===== src/rtl/ctpm_pkg.sv =====
// Package for the camera trigger part matcher: sizes, register codes and shared types.
package ctpm_pkg;

  localparam int CAMERAS            = 5;
  localparam int ENTRIES_PER_CAMERA = 16;

  localparam int CAM_W   = (CAMERAS > 1) ? $clog2(CAMERAS) : 1;
  localparam int IDX_W   = $clog2(ENTRIES_PER_CAMERA);
  localparam int CNT_W   = $clog2(ENTRIES_PER_CAMERA + 1);
  localparam int RES_W   = $clog2(CAMERAS + 1);
  localparam int ADDR_W  = CAM_W + IDX_W;
  localparam int RAM_DEPTH = CAMERAS * (2 ** IDX_W);

  localparam logic [15:0] SEARCH_LIMIT   = 16'd60000;
  localparam logic [15:0] WINDOW_RESET   = 16'd5000;
  localparam logic [19:0] MARGIN_RESET   = 20'd5000;

  // Configuration register indexes
  localparam logic [2:0] REG_OFFSET_CAM0   = 3'd0;
  localparam logic [2:0] REG_OFFSET_CAM4   = 3'd4;
  localparam logic [2:0] REG_MATCH_WINDOW  = 3'd5;
  localparam logic [2:0] REG_EXPIRY_MARGIN = 3'd6;

  // Sequencer states
  typedef enum logic [6:0] {
    ST_IDLE   = 7'b0000001,
    ST_PREP   = 7'b0000010,
    ST_KADD   = 7'b0000100,
    ST_SCAN   = 7'b0001000,
    ST_PURGE  = 7'b0010000,
    ST_APPEND = 7'b0100000,
    ST_EMIT   = 7'b1000000
  } state_t;

  typedef struct packed {
    logic [2:0]  cam;
    logic [31:0] pos;
  } result_t;

endpackage


===== src/rtl/ctpm_ram.sv =====
// Generic simple dual-port RAM with registered read.
module ctpm_ram #(
  parameter int WIDTH = 32,
  parameter int DEPTH = 16
) (
  input  logic                     clk,
  input  logic                     wr_en,
  input  logic [$clog2(DEPTH)-1:0] wr_addr,
  input  logic [WIDTH-1:0]         wr_data,
  input  logic [$clog2(DEPTH)-1:0] rd_addr,
  output logic [WIDTH-1:0]         rd_data
);

  logic [WIDTH-1:0] mem [DEPTH];

  // Write one word, read one word a cycle
  always_ff @(posedge clk) begin
    if (wr_en) begin
      mem[wr_addr] <= wr_data;
    end
    rd_data <= mem[rd_addr];
  end

endmodule


===== src/rtl/camera_trigger_part_matcher.sv =====
// Top level of the camera trigger part matcher: sequencer, shared adder and part table.
//
//  channel | dir | handshake          | payload
//  in_     | in  | in_tvalid/tready   | tdata: encoder_pos, latch_value, trigger_bits; tuser: latch_seen
//  out_    | out | out_tvalid/tready  | tdata: camera_index, matched_position; tlast: last
//  cfg_    | in  | cfg_valid/ready    | cfg_index, cfg_data
//
// A poll runs per camera the setup states PREP and KADD, a search pass over the stored
// entries on a falling trigger, a purge pass over them and the append state; each pass
// reads the entries one at a time through the single RAM read port and the shared
// adders and compare used for every entry.
// Then one cycle per result, stalled while out_tready is low; in_tready is low meanwhile.
// Reset (rst_n, synchronous) empties all tables at once through per-camera fill counts.
module camera_trigger_part_matcher (
  input  logic        clk,
  input  logic        rst_n,
  input  logic        in_tvalid,
  output logic        in_tready,
  input  logic [71:0] in_tdata,   // [31:0] encoder_pos, [63:32] latch_value, [68:64] trigger_bits
  input  logic        in_tuser,   // [0] latch_seen
  output logic        out_tvalid,
  input  logic        out_tready,
  output logic [39:0] out_tdata,  // [2:0] camera_index, [34:3] matched_position
  output logic        out_tlast,
  input  logic        cfg_valid,
  output logic        cfg_ready,
  input  logic [2:0]  cfg_index,
  input  logic [31:0] cfg_data
);

  localparam int C = ctpm_pkg::CAMERAS;
  localparam int E = ctpm_pkg::ENTRIES_PER_CAMERA;

  ctpm_pkg::state_t state_r, state_nxt;

  logic [31:0] offset_r [C];
  logic [15:0] window_r;
  logic [19:0] margin_r;

  logic [C-1:0]                  prev_trig_r;
  logic [C-1:0]                  fall_r;
  logic [31:0]                   latch_r;
  logic                          changed_r;
  logic [31:0]                   cur_r;
  logic [ctpm_pkg::CNT_W-1:0]    cnt_r [C];
  logic [ctpm_pkg::CAM_W-1:0]    cam_r;
  logic [31:0]                   k_r, k2_r;
  logic [ctpm_pkg::CNT_W-1:0]    rd_idx_r, w_idx_r;
  logic                          pv_r;
  logic [15:0]                   best_r;
  logic [31:0]                   best_val_r;
  logic                          found_r;
  ctpm_pkg::result_t             res_r [C];
  logic [ctpm_pkg::RES_W-1:0]    res_cnt_r, emit_r;

  logic [31:0]                   rd_data;
  logic                          wr_en;
  logic [ctpm_pkg::ADDR_W-1:0]   wr_addr, rd_addr;
  logic [31:0]                   wr_data;
  logic [ctpm_pkg::CNT_W-1:0]    cnt_cur;
  logic                          rd_go, pass_done;
  logic [31:0]                   diff, mag, slack;
  logic                          drop, last_cam;

  assign in_tready = (state_r == ctpm_pkg::ST_IDLE);
  assign cfg_ready = 1'b1;
  assign cnt_cur   = cnt_r[cam_r];
  assign rd_go     = (rd_idx_r < cnt_cur);
  assign pass_done = !rd_go && !pv_r;
  assign last_cam  = (cam_r == ctpm_pkg::CAM_W'(C - 1));

  // Shared datapath: distance of the entry just read
  assign diff  = rd_data + k_r;
  assign mag   = diff[31] ? (32'd0 - diff) : diff;
  assign slack = rd_data + k2_r;
  assign drop  = (found_r && (rd_data == best_val_r)) || slack[31];

  // Table port control
  assign rd_addr = {cam_r, rd_idx_r[ctpm_pkg::IDX_W-1:0]};
  assign wr_addr = {cam_r, w_idx_r[ctpm_pkg::IDX_W-1:0]};
  always_comb begin
    wr_en   = 1'b0;
    wr_data = rd_data;
    if (state_r == ctpm_pkg::ST_PURGE) begin
      wr_en = pv_r && !drop;
    end else if (state_r == ctpm_pkg::ST_APPEND) begin
      wr_en   = changed_r && (w_idx_r < ctpm_pkg::CNT_W'(E));
      wr_data = latch_r;
    end
  end

  ctpm_ram #(
    .WIDTH(32),
    .DEPTH(ctpm_pkg::RAM_DEPTH)
  ) u_table (
    .clk    (clk),
    .wr_en  (wr_en),
    .wr_addr(wr_addr),
    .wr_data(wr_data),
    .rd_addr(rd_addr),
    .rd_data(rd_data)
  );

  // Next state
  always_comb begin
    state_nxt = state_r;
    unique case (state_r)
      ctpm_pkg::ST_IDLE:   if (in_tvalid) state_nxt = ctpm_pkg::ST_PREP;
      ctpm_pkg::ST_PREP:   state_nxt = ctpm_pkg::ST_KADD;
      ctpm_pkg::ST_KADD:   state_nxt = fall_r[cam_r] ? ctpm_pkg::ST_SCAN : ctpm_pkg::ST_PURGE;
      ctpm_pkg::ST_SCAN:   if (pass_done) state_nxt = ctpm_pkg::ST_PURGE;
      ctpm_pkg::ST_PURGE:  if (pass_done) state_nxt = ctpm_pkg::ST_APPEND;
      ctpm_pkg::ST_APPEND: begin
        if (!last_cam) state_nxt = ctpm_pkg::ST_PREP;
        else if (res_cnt_r != '0) state_nxt = ctpm_pkg::ST_EMIT;
        else state_nxt = ctpm_pkg::ST_IDLE;
      end
      ctpm_pkg::ST_EMIT: begin
        if (out_tready && (emit_r == res_cnt_r - 1'b1)) state_nxt = ctpm_pkg::ST_IDLE;
      end
      default: state_nxt = ctpm_pkg::ST_IDLE;
    endcase
  end

  // Control registers
  always_ff @(posedge clk) begin
    if (!rst_n) begin
      state_r     <= ctpm_pkg::ST_IDLE;
      prev_trig_r <= '0;
      latch_r     <= '0;
      window_r    <= ctpm_pkg::WINDOW_RESET;
      margin_r    <= ctpm_pkg::MARGIN_RESET;
      for (int i = 0; i < C; i++) begin
        offset_r[i] <= '0;
        cnt_r[i]    <= '0;
      end
      cam_r     <= '0;
      pv_r      <= 1'b0;
      res_cnt_r <= '0;
      emit_r    <= '0;
    end else begin
      state_r <= state_nxt;

      // Take configuration writes
      if (cfg_valid) begin
        if (cfg_index <= ctpm_pkg::REG_OFFSET_CAM4) begin
          for (int i = 0; i < C; i++) begin
            if (cfg_index == 3'(i)) offset_r[i] <= cfg_data;
          end
        end else if (cfg_index == ctpm_pkg::REG_MATCH_WINDOW) begin
          window_r <= cfg_data[15:0];
        end else if (cfg_index == ctpm_pkg::REG_EXPIRY_MARGIN) begin
          margin_r <= cfg_data[19:0];
        end
      end

      unique case (state_r)
        ctpm_pkg::ST_IDLE: begin
          if (in_tvalid) begin
            fall_r      <= prev_trig_r & ~in_tdata[64 +: C];
            prev_trig_r <= in_tdata[64 +: C];
            cur_r       <= in_tdata[31:0];
            if (in_tuser) latch_r <= in_tdata[63:32];
            changed_r   <= in_tuser && (in_tdata[63:32] != latch_r);
            cam_r       <= '0;
            res_cnt_r   <= '0;
          end
        end
        ctpm_pkg::ST_PREP: begin
          k_r <= offset_r[cam_r] - cur_r;
        end
        ctpm_pkg::ST_KADD: begin
          k2_r     <= k_r + {12'd0, margin_r};
          rd_idx_r <= '0;
          w_idx_r  <= '0;
          pv_r     <= 1'b0;
          best_r   <= ctpm_pkg::SEARCH_LIMIT;
          found_r  <= 1'b0;
        end
        ctpm_pkg::ST_SCAN: begin
          // Issue reads, keep the nearest oldest candidate
          pv_r <= rd_go;
          if (pv_r && (mag < {16'd0, best_r})) begin
            best_r     <= mag[15:0];
            best_val_r <= rd_data;
            found_r    <= 1'b1;
          end
          if (pass_done) begin
            rd_idx_r <= '0;
            if (found_r && (best_r < window_r)) begin
              res_r[res_cnt_r[ctpm_pkg::CAM_W-1:0]] <= '{cam: 3'(cam_r), pos: best_val_r};
              res_cnt_r <= res_cnt_r + 1'b1;
            end
          end else begin
            rd_idx_r <= rd_idx_r + ctpm_pkg::CNT_W'(rd_go);
          end
        end
        ctpm_pkg::ST_PURGE: begin
          // Compact the table, dropping the match and expired entries
          pv_r     <= rd_go;
          rd_idx_r <= rd_idx_r + ctpm_pkg::CNT_W'(rd_go);
          if (pv_r && !drop) w_idx_r <= w_idx_r + 1'b1;
          if (pass_done) cnt_r[cam_r] <= w_idx_r;
        end
        ctpm_pkg::ST_APPEND: begin
          if (wr_en) cnt_r[cam_r] <= w_idx_r + 1'b1;
          cam_r  <= last_cam ? '0 : cam_r + 1'b1;
          emit_r <= '0;
        end
        ctpm_pkg::ST_EMIT: begin
          if (out_tready) emit_r <= emit_r + 1'b1;
        end
        default: ;
      endcase
    end
  end

  // Result stream
  assign out_tvalid = (state_r == ctpm_pkg::ST_EMIT);
  assign out_tdata  = {5'd0, res_r[emit_r[ctpm_pkg::CAM_W-1:0]].pos,
                       res_r[emit_r[ctpm_pkg::CAM_W-1:0]].cam};
  assign out_tlast  = (emit_r == res_cnt_r - 1'b1);

  // Checks
  a_last_ends: assert property (@(posedge clk) disable iff (!rst_n)
    (out_tvalid && out_tready && out_tlast) |=> !out_tvalid)
    else $error("result after the final one of a poll");
  a_excl: assert property (@(posedge clk) disable iff (!rst_n)
    in_tready |-> !out_tvalid)
    else $error("request taken while results pending");
  a_cnt: assert property (@(posedge clk) disable iff (!rst_n)
    cnt_cur <= ctpm_pkg::CNT_W'(E))
    else $error("table fill count overflow");
  a_compact: assert property (@(posedge clk) disable iff (!rst_n)
    (state_r == ctpm_pkg::ST_PURGE) |-> (w_idx_r <= rd_idx_r))
    else $error("purge write overtook read");

endmodule


===== config.mk =====
export PLATFORM = sky130hd
export DESIGN_NAME = camera_trigger_part_matcher
export DESIGN_NICKNAME = d
export VERILOG_FILES = /design/src/rtl/ctpm_pkg.sv /design/src/rtl/ctpm_ram.sv /design/src/rtl/camera_trigger_part_matcher.sv
export SDC_FILE = /design/constraint.sdc
export NUM_CORES = 2
export LEC_CHECK = 0
export BUFFER_PORTS_ARGS = -buffer_cell sky130_fd_sc_hd__buf_2
export CORE_MARGIN = 2
export CORE_UTILIZATION = 35
export DETAILED_ROUTE_END_ITERATION = 12
export GPL_ROUTABILITY_DRIVEN = 0
export SLEW_MARGIN = 20
export SYNTH_ARGS = -nofsm -noshare
export SYNTH_HDL_FRONTEND = slang
export SYNTH_SLANG_ARGS = --single-unit

===== constraint.sdc =====
create_clock -name clk -period 7.3 [get_ports clk]
set_input_delay 1.46 -clock clk [delete_from_list [all_inputs] [get_ports clk]]
set_output_delay 1.46 -clock clk [all_outputs]
set_load 0.01 [all_outputs]

Yosys cells after proc, flatten, opt, wreduce, memory -nomap -nowiden
Memories as Yosys holds them, arrays and structs flattened. A register that Yosys moved wholly into a read port is not among the register bits.
Index checks and enable logic that the tools add are counted.
{"block": "word_totals", "ff_bits": 251, "ramBits": 2920, "input_bits": 113, "out_inout_bits": 44, "n_memories": 4}
{"block": "classes", "add_sub_neg": 11, "n_lt_le_gt_ge": 6, "eq_ne": 25, "n_mux": 87, "bitwise": 10, "n_reduce_logical": 38}
{"name": "u_table.mem", "depth": 80, "width": 32, "rd": 1, "rd_clocked_by_memory_dff": 1, "write_ports": 1, "line": "ctpm_ram.sv:14", "rtl": "logic [WIDTH-1:0] mem [DEPTH];"}
{"name": "res_r", "depth": 5, "width": 35, "rd": 1, "rd_clocked_by_memory_dff": 1, "write_ports": 1, "line": "camera_trigger_part_matcher.sv:53", "rtl": "ctpm_pkg::result_t res_r [C];"}
{"name": "offset_r", "depth": 5, "width": 32, "rd": 1, "rd_clocked_by_memory_dff": 1, "write_ports": 5, "line": "camera_trigger_part_matcher.sv:36", "rtl": "logic [31:0] offset_r [C];"}
{"name": "cnt_r", "depth": 5, "width": 5, "rd": 1, "rd_clocked_by_memory_dff": 1, "write_ports": 5, "line": "camera_trigger_part_matcher.sv:45", "rtl": "logic [ctpm_pkg::CNT_W-1:0] cnt_r [C];"}
{"operator": "2-to-1 mux 32 bit", "count": 8}
{"operator": "adder 32 bit", "count": 2}
{"operator": "one-hot mux 7 bit (7 select lines)", "count": 1}
{"operator": "2-to-1 mux 1 bit", "count": 45}
{"operator": "2-to-1 mux 7 bit", "count": 6}
{"operator": "2-to-1 mux 3 bit", "count": 12}
{"operator": "adder 32 x 20 -> 32 bit", "count": 1}
{"operator": "equality test 32 bit", "count": 1}
{"operator": "less-than comparator 32 x 16 -> 1 bit", "count": 1}
{"operator": "!= test 32 bit", "count": 1}
{"operator": "one-hot mux 16 bit (2 select lines)", "count": 1}
{"operator": "subtractor 1 x 32 -> 32 bit (first input constant)", "count": 1}
{"operator": "subtractor 32 bit", "count": 1}
{"operator": "2-to-1 mux 5 bit", "count": 5}
{"operator": "one-hot mux 3 bit (2 select lines)", "count": 3}
{"operator": "AND reduction 3 bit", "count": 6}
{"operator": "less-than comparator 16 bit", "count": 1}
{"operator": "2-to-1 mux 16 bit", "count": 1}
{"operator": "one-hot mux 5 bit (3 select lines)", "count": 1}
{"operator": "equality test 3 bit (second input constant)", "count": 4}
{"operator": "AND reduction 2 bit", "count": 6}
{"operator": "AND reduction 4 bit", "count": 3}
{"operator": "nonzero test 2 bit", "count": 6}
{"operator": "!= test 2 bit (second input constant)", "count": 5}
{"operator": "33 further kinds", "count": 55}

Longest topological paths before layout
{"block": "logic_depth", "word_depth": 13, "depth_mapped": 27, "mapped_depth_nobuf": 24}

Cells and area by module
A second synthesis with hierarchy kept.
{"block": "unflattened", "cells_unflattened": 6826, "hier_area_um2": 129919.6}
{"module": "ctpm_ram", "n_inst": 1, "cells_per_inst": 4315, "area_per_inst_um2": 98579.5, "seq_area_each_um2": 77514.3}
{"module": "camera_trigger_part_matcher", "n_inst": 1, "cells_per_inst": 2511, "area_per_inst_um2": 31340.1, "seq_area_each_um2": 18017.3}

Worst setup path after synthesis
OpenSTA, ideal clock, no wires.
{"block": "synth_timing", "path_kind": "reg-to-reg", "start": "register k_r[14]", "end": "register best_r[0], enable pin", "setup_ps": 374, "arrival_ps": 7606, "required_time_ps": 6926, "slack_ps": -680, "path_stages_with_launch": 27, "synth_period_minus_slack_ps": 7980, "path_cell_list": "edfxtp_1 > ha_1 > and4_1 > nand3_1 > or4b_4 > a21oi_4 > nor2_4 > o31ai_2 > a21oi_1 > xor2_1 > buf_2 > buf_1 > nor2_1 > a21oi_1 > ha_1 > a21o_1 > a21o_1 > a211oi_1 > o21bai_1 > a211oi_1 > o21ai_0 > a21oi_1 > o211ai_1 > a2111oi_0 > o2111ai_1 > a2111oi_2 > or2_1"}
{"block": "synth_via", "word_cells_on_any_way": 7, "cone_classes": "add/sub (2); order compare (1); eq/ne (1); mux (1); reduce/logical (2)"}
{"element": "start: declaration", "line": "camera_trigger_part_matcher.sv:47", "rtl": "logic [31:0] k_r, k2_r;"}
{"element": "start signal: assignment", "line": "camera_trigger_part_matcher.sv:170", "rtl": "k_r <= offset_r[cam_r] - cur_r;"}
{"element": "adder 32 bit", "line": "camera_trigger_part_matcher.sv:73", "rtl": "assign diff = rd_data + k_r;"}
{"element": "2-to-1 mux 32 bit", "line": "camera_trigger_part_matcher.sv:74", "rtl": "assign mag = diff[31] ? (32'd0 - diff) : diff;"}
{"element": "net mag[1]", "line": "camera_trigger_part_matcher.sv:62", "rtl": "logic [31:0] diff, mag, slack;"}
{"element": "less-than comparator 32 x 16 -> 1 bit", "line": "camera_trigger_part_matcher.sv:183", "rtl": "if (pv_r && (mag < {16'd0, best_r})) begin"}
{"element": "logical AND 1 bit", "line": "camera_trigger_part_matcher.sv:183"}
{"element": "!= test 2 bit (no source line)"}
{"element": "AND reduction 3 bit (no source line)"}
{"element": "end signal: assignment", "line": "camera_trigger_part_matcher.sv:177", "rtl": "best_r <= ctpm_pkg::SEARCH_LIMIT;"}
{"element": "end signal: assignment", "line": "camera_trigger_part_matcher.sv:184", "rtl": "best_r <= mag[15:0];"}
{"element": "end: declaration", "line": "camera_trigger_part_matcher.sv:50", "rtl": "logic [15:0] best_r;"}
The timed path passes the listed nets, and every way through them passes these cells.
A chain may end at the register's enable or synchronous reset.

Worst setup path after layout
{"block": "layout_timing", "start": "register k_r[12]", "end": "register best_val_r[10], enable pin"}
{"block": "layout_via", "word_cells_on_any_way": 6, "cone_classes": "add/sub (2); order compare (1); mux (1); reduce/logical (2)"}
{"element": "adder 32 bit", "line": "camera_trigger_part_matcher.sv:73"}
{"element": "2-to-1 mux 32 bit", "line": "camera_trigger_part_matcher.sv:74"}
{"element": "net mag[1]", "line": "camera_trigger_part_matcher.sv:62"}
{"element": "less-than comparator 32 x 16 -> 1 bit", "line": "camera_trigger_part_matcher.sv:183"}
{"element": "logical AND 1 bit", "line": "camera_trigger_part_matcher.sv:183"}
{"element": "AND reduction 3 bit (no source line)"}
{"element": "end signal: assignment", "line": "camera_trigger_part_matcher.sv:185", "rtl": "best_val_r <= rd_data;"}
{"element": "end: declaration", "line": "camera_trigger_part_matcher.sv:51", "rtl": "logic [31:0] best_val_r;"}
The timed path passes the listed nets, and every way through them passes these cells.

==> results.ini <==
[outcome]
outcome=completed

[die]
num_rows=222
design.core.area_sq_um=366100
chipHeight_um=611.0
ios=157
die_width_um=611.0
start_util_pct=35.23
die_area_sq_um=373400

[setup_path]
startpoint=k_r[12]
required_ns=7.80
reg2reg_depth=24
worst-setup-path-type=flop to flop
end_kind=flop
worst_r2r_startpoint=k_r[12]
crit_arrival_ns=7.21
crit_path_end=best_val_r[10]
regToRegSetupSlack_ns=0.58
critPathMaxFanout=32
r2r-end=best_val_r[10]
cp-start-kind=flop

[clock_tree]
clk_path_buf_depth=4
htreeDepth=5
worstSkewPairLatency_ns=0.91
cts_tree=done
clockRootBuffer=clkbuf_16
cts_buffers=323
clkTransAtPathRegs_ns=0.06
clock_sinks=3224

[sta]
relSlewSlack_pct=21.42
setup_viol=0
clock_skew_ns=0.05819
tns_ns=0
hold_violations=0
tightestPinTransition_ns=1.176
period_minus_slack_ns=6.718
final_max_slew_viol_count=0
rsz0062_at_grt=false
fmax_mhz=148.8
fin_crit_sh_pct=92.03
fin_hold_ws_ns=0.4574

[synthesis]
synth_edf_count=3096
netlist-cell-type-count=95
syn_inst=6281
synthArstFlopShare_pct=0
synth_ff_type=edfxtp_1
ys_ff_latch=3224
ys_seq_area_share_pct=74.07
yosys_warnings=0
syn_area_sq_um=129000
synth.avg_cell_area_sq_um=20.53

[placement]
dp_hpwl_um=208500
io_buffers=147

[cells_and_area]
regArea_sq_um=95540
final_nets=6954
drive_gt1_share_pct=28.29
multiInputGateArea_sq_um=32790
nFillCells=32130
syn2layout_area_growth_pct=14.28

[pwr]
ir_drop_mv=0.1936
power.density_nw_per_um2=266.0
p_leak_nw=46.54

[drt]
wirelength_um=341300
via_count=64000
initialDrtViolationCount=8089
routedWlPerCell_um=29.04
drtPass1Iterations=6
ant_nets=0
routed_via_density=5.446
drc=0

[grt]
grt_overflow_total=0
antenna_found_initial=38
grt_max_degree=143
grtUsageTotal_pct=17.97
grt_pass1_vias=64400
grt_pass1_wl_um=480900

[worst_hold_path]
hp-class=flop to flop

[flow_run]
cap_viol_max_count=0

timing repair:
| item | CTS | global route |
|---|---|---|
| setup endpoints to repair | 0 | 32 |
| gates resized for setup | 0 | 1 |
| setup buffers | 0 | 0 |
| hold buffers | 0 | 0 |
worst min path at each step:
stage	from	to	depth (start not counted)
floorplan	prev_trig_r[0]	prev_trig_r[0]	2
finish	prev_trig_r[0]	prev_trig_r[0]	2
global route	window_r[6]	window_r[6]	2
detailed placement	window_r[10]	window_r[10]	2
CTS	window_r[10]	window_r[10]	2
global placement	prev_trig_r[0]	prev_trig_r[0]	2
registers in the layout (all words and copies together) (netlist names), 3 cells and up, named ones only:
| signal | count |
|---|---|
| k_r | 32 |
| emit_r | 3 |
| u_table.rd_data | 32 |
| state_r | 7 |
| res_cnt_r | 3 |
| cur_r | 32 |
| k2_r | 32 |
| best_r | 16 |
| u_table.mem | 2560 |
| best_val_r | 32 |
| w_idx_r | 5 |
| latch_r | 32 |
| window_r | 16 |
| prev_trig_r | 5 |
| margin_r | 20 |
| res_r | 175 |
| offset_r | 160 |
| cam_r | 3 |
| cnt_r | 40 |
| fall_r | 5 |
| rd_idx_r | 5 |
cell type report:
| type | count | share of cell area (%) |
|---|---|---|
| timing repair buffer | 363 | 1.773 |
| antenna | 8 | 0.01358 |
| sequential | 3224 | 64.82 |
| multi-input combinational | 2670 | 22.25 |
| clock inverter | 165 | 0.9381 |
| inverter | 100 | 0.2547 |
| tap | 4816 | 4.088 |
| clock buffer | 407 | 5.856 |
cell usage after synthesis, drive strengths merged, types with 4 or more instances:
cell,instances,area (sq um)
a2111oi,9,110.1
a211o,4,35.03
a211oi,13,107.6
a21boi,12,90.08
a21o,55,412.9
a21oi,155,794.5
a22oi,4,30.03
a31oi,10,77.57
and2,46,287.8
and3,15,93.84
and4,7,63.81
buf,97,401.6
clkbuf,194,728.2
dfxtp,128,2562
edfxtp,3096,92970
ha,156,1952
inv,100,375.4
mux2,67,754.5
mux2i,16,160.2
mux4,909,20470
nand2,412,1546
nand2b,34,212.7
nand3,47,245.2
nand4,31,209.0
nand4b,4,35.03
nor2,202,768.2
nor2b,26,162.7
nor3,39,195.2
nor3b,6,50.05
nor4,14,93.84
nor4b,4,35.03
o211ai,16,120.1
o21a,12,90.09
o21ai,74,377.9
o21bai,9,67.56
o221ai,4,41.29
o22ai,4,25.02
o31ai,6,55.05
or2,17,106.4
or3,10,62.56
xnor2,118,1049
xor2,62,565.6
cell usage in the layout, fill, tap and decap left out, types with 54 or more instances in the layout:
master,instances
buf_4,195
nand2_1,380
a21o_1,55
mux2_2,67
buf_2,147
clkinv_1,69
xnor2_1,116
edfxtp_1,3096
ha_1,156
clkinv_2,54
nor2_1,116
a21oi_1,152
inv_1,97
clkbuf_1,72
mux4_2,909
nor2_4,84
o21ai_0,59
clkbuf_16,333
xor2_1,58
dfxtp_1,122
report_power, final:
part           switching [mW]  leakage, nW  internal, mW
combinational            1.65         12.6         0.847
sequential              0.109         29.0          20.5
clock                    6.93         4.91          9.12
stage by stage:
stage | setup WS [ns] | power [mW] | instance area, sq um | std cells | util, %
3_3_place_gp | 0.4156 | 23.49 | 137200 | 11170 | 37.48
5_1_grt | 0.1038 | 40.35 | 147400 | 11750 | 40.25
2_1_floorplan | 0.1713 | 22.54 | 129000 | 6285 | -
3_5_place_dp | 0.4555 | 23.54 | 137300 | 11170 | 37.50
4_1_cts | 0.3978 | 39.49 | 147300 | 11740 | 40.23
6_report | 0.5816 | 39.21 | 147400 | 11750 | 40.26
worst max-delay path, cell delays in order (launching register included):
cell and delay (ns):
edfxtp_1 0.41, ha_1 0.42, and4_1 0.29, nand3_1 0.12
or4b_4 0.58, a21oi_4 0.24, nor2_4 0.08, o31ai_2 0.22
a21oi_1 0.18, xor2_2 0.41, nor2_1 0.07, a21oi_1 0.19
ha_1 0.27, a21o_1 0.17, a21o_1 0.19, a211oi_1 0.26
o21bai_1 0.11, a211oi_1 0.26, o21ai_0 0.16, a21oi_1 0.22
o211ai_1 0.15, a2111oi_0 0.32, o2111ai_1 0.23, a2111oi_4 0.31
buf_4 0.48
cell families (layout without fill, tap and decap cells):
kind of cell	count (synthesis)	count (layout)	share of synthesized area, %
DFF	3224	3224	74.07
muxes	992	992	16.58
and+or+nand+nor	922	922	3.293
AOI/OAI and AO/OA	411	411	2.068
buffers and inverters	391	1035	1.167
xor gates and xnor gates	180	180	1.251
adders and majority gates	159	159	1.560
other	2	14	0.005823
per-layer routing:
metal | global-route usage [%] | vias to the layer above | part of all wire [%]
li1 | - | 26600 | -
met1 | 24.95 | 34380 | 41
met2 | 28.89 | 2522 | 48
met3 | 3.583 | 499 | 8.2
met4 | 4.853 | 2 | 2.9
met5 | 0 | - | 0.0038
(Power assumes the default switching activity.)
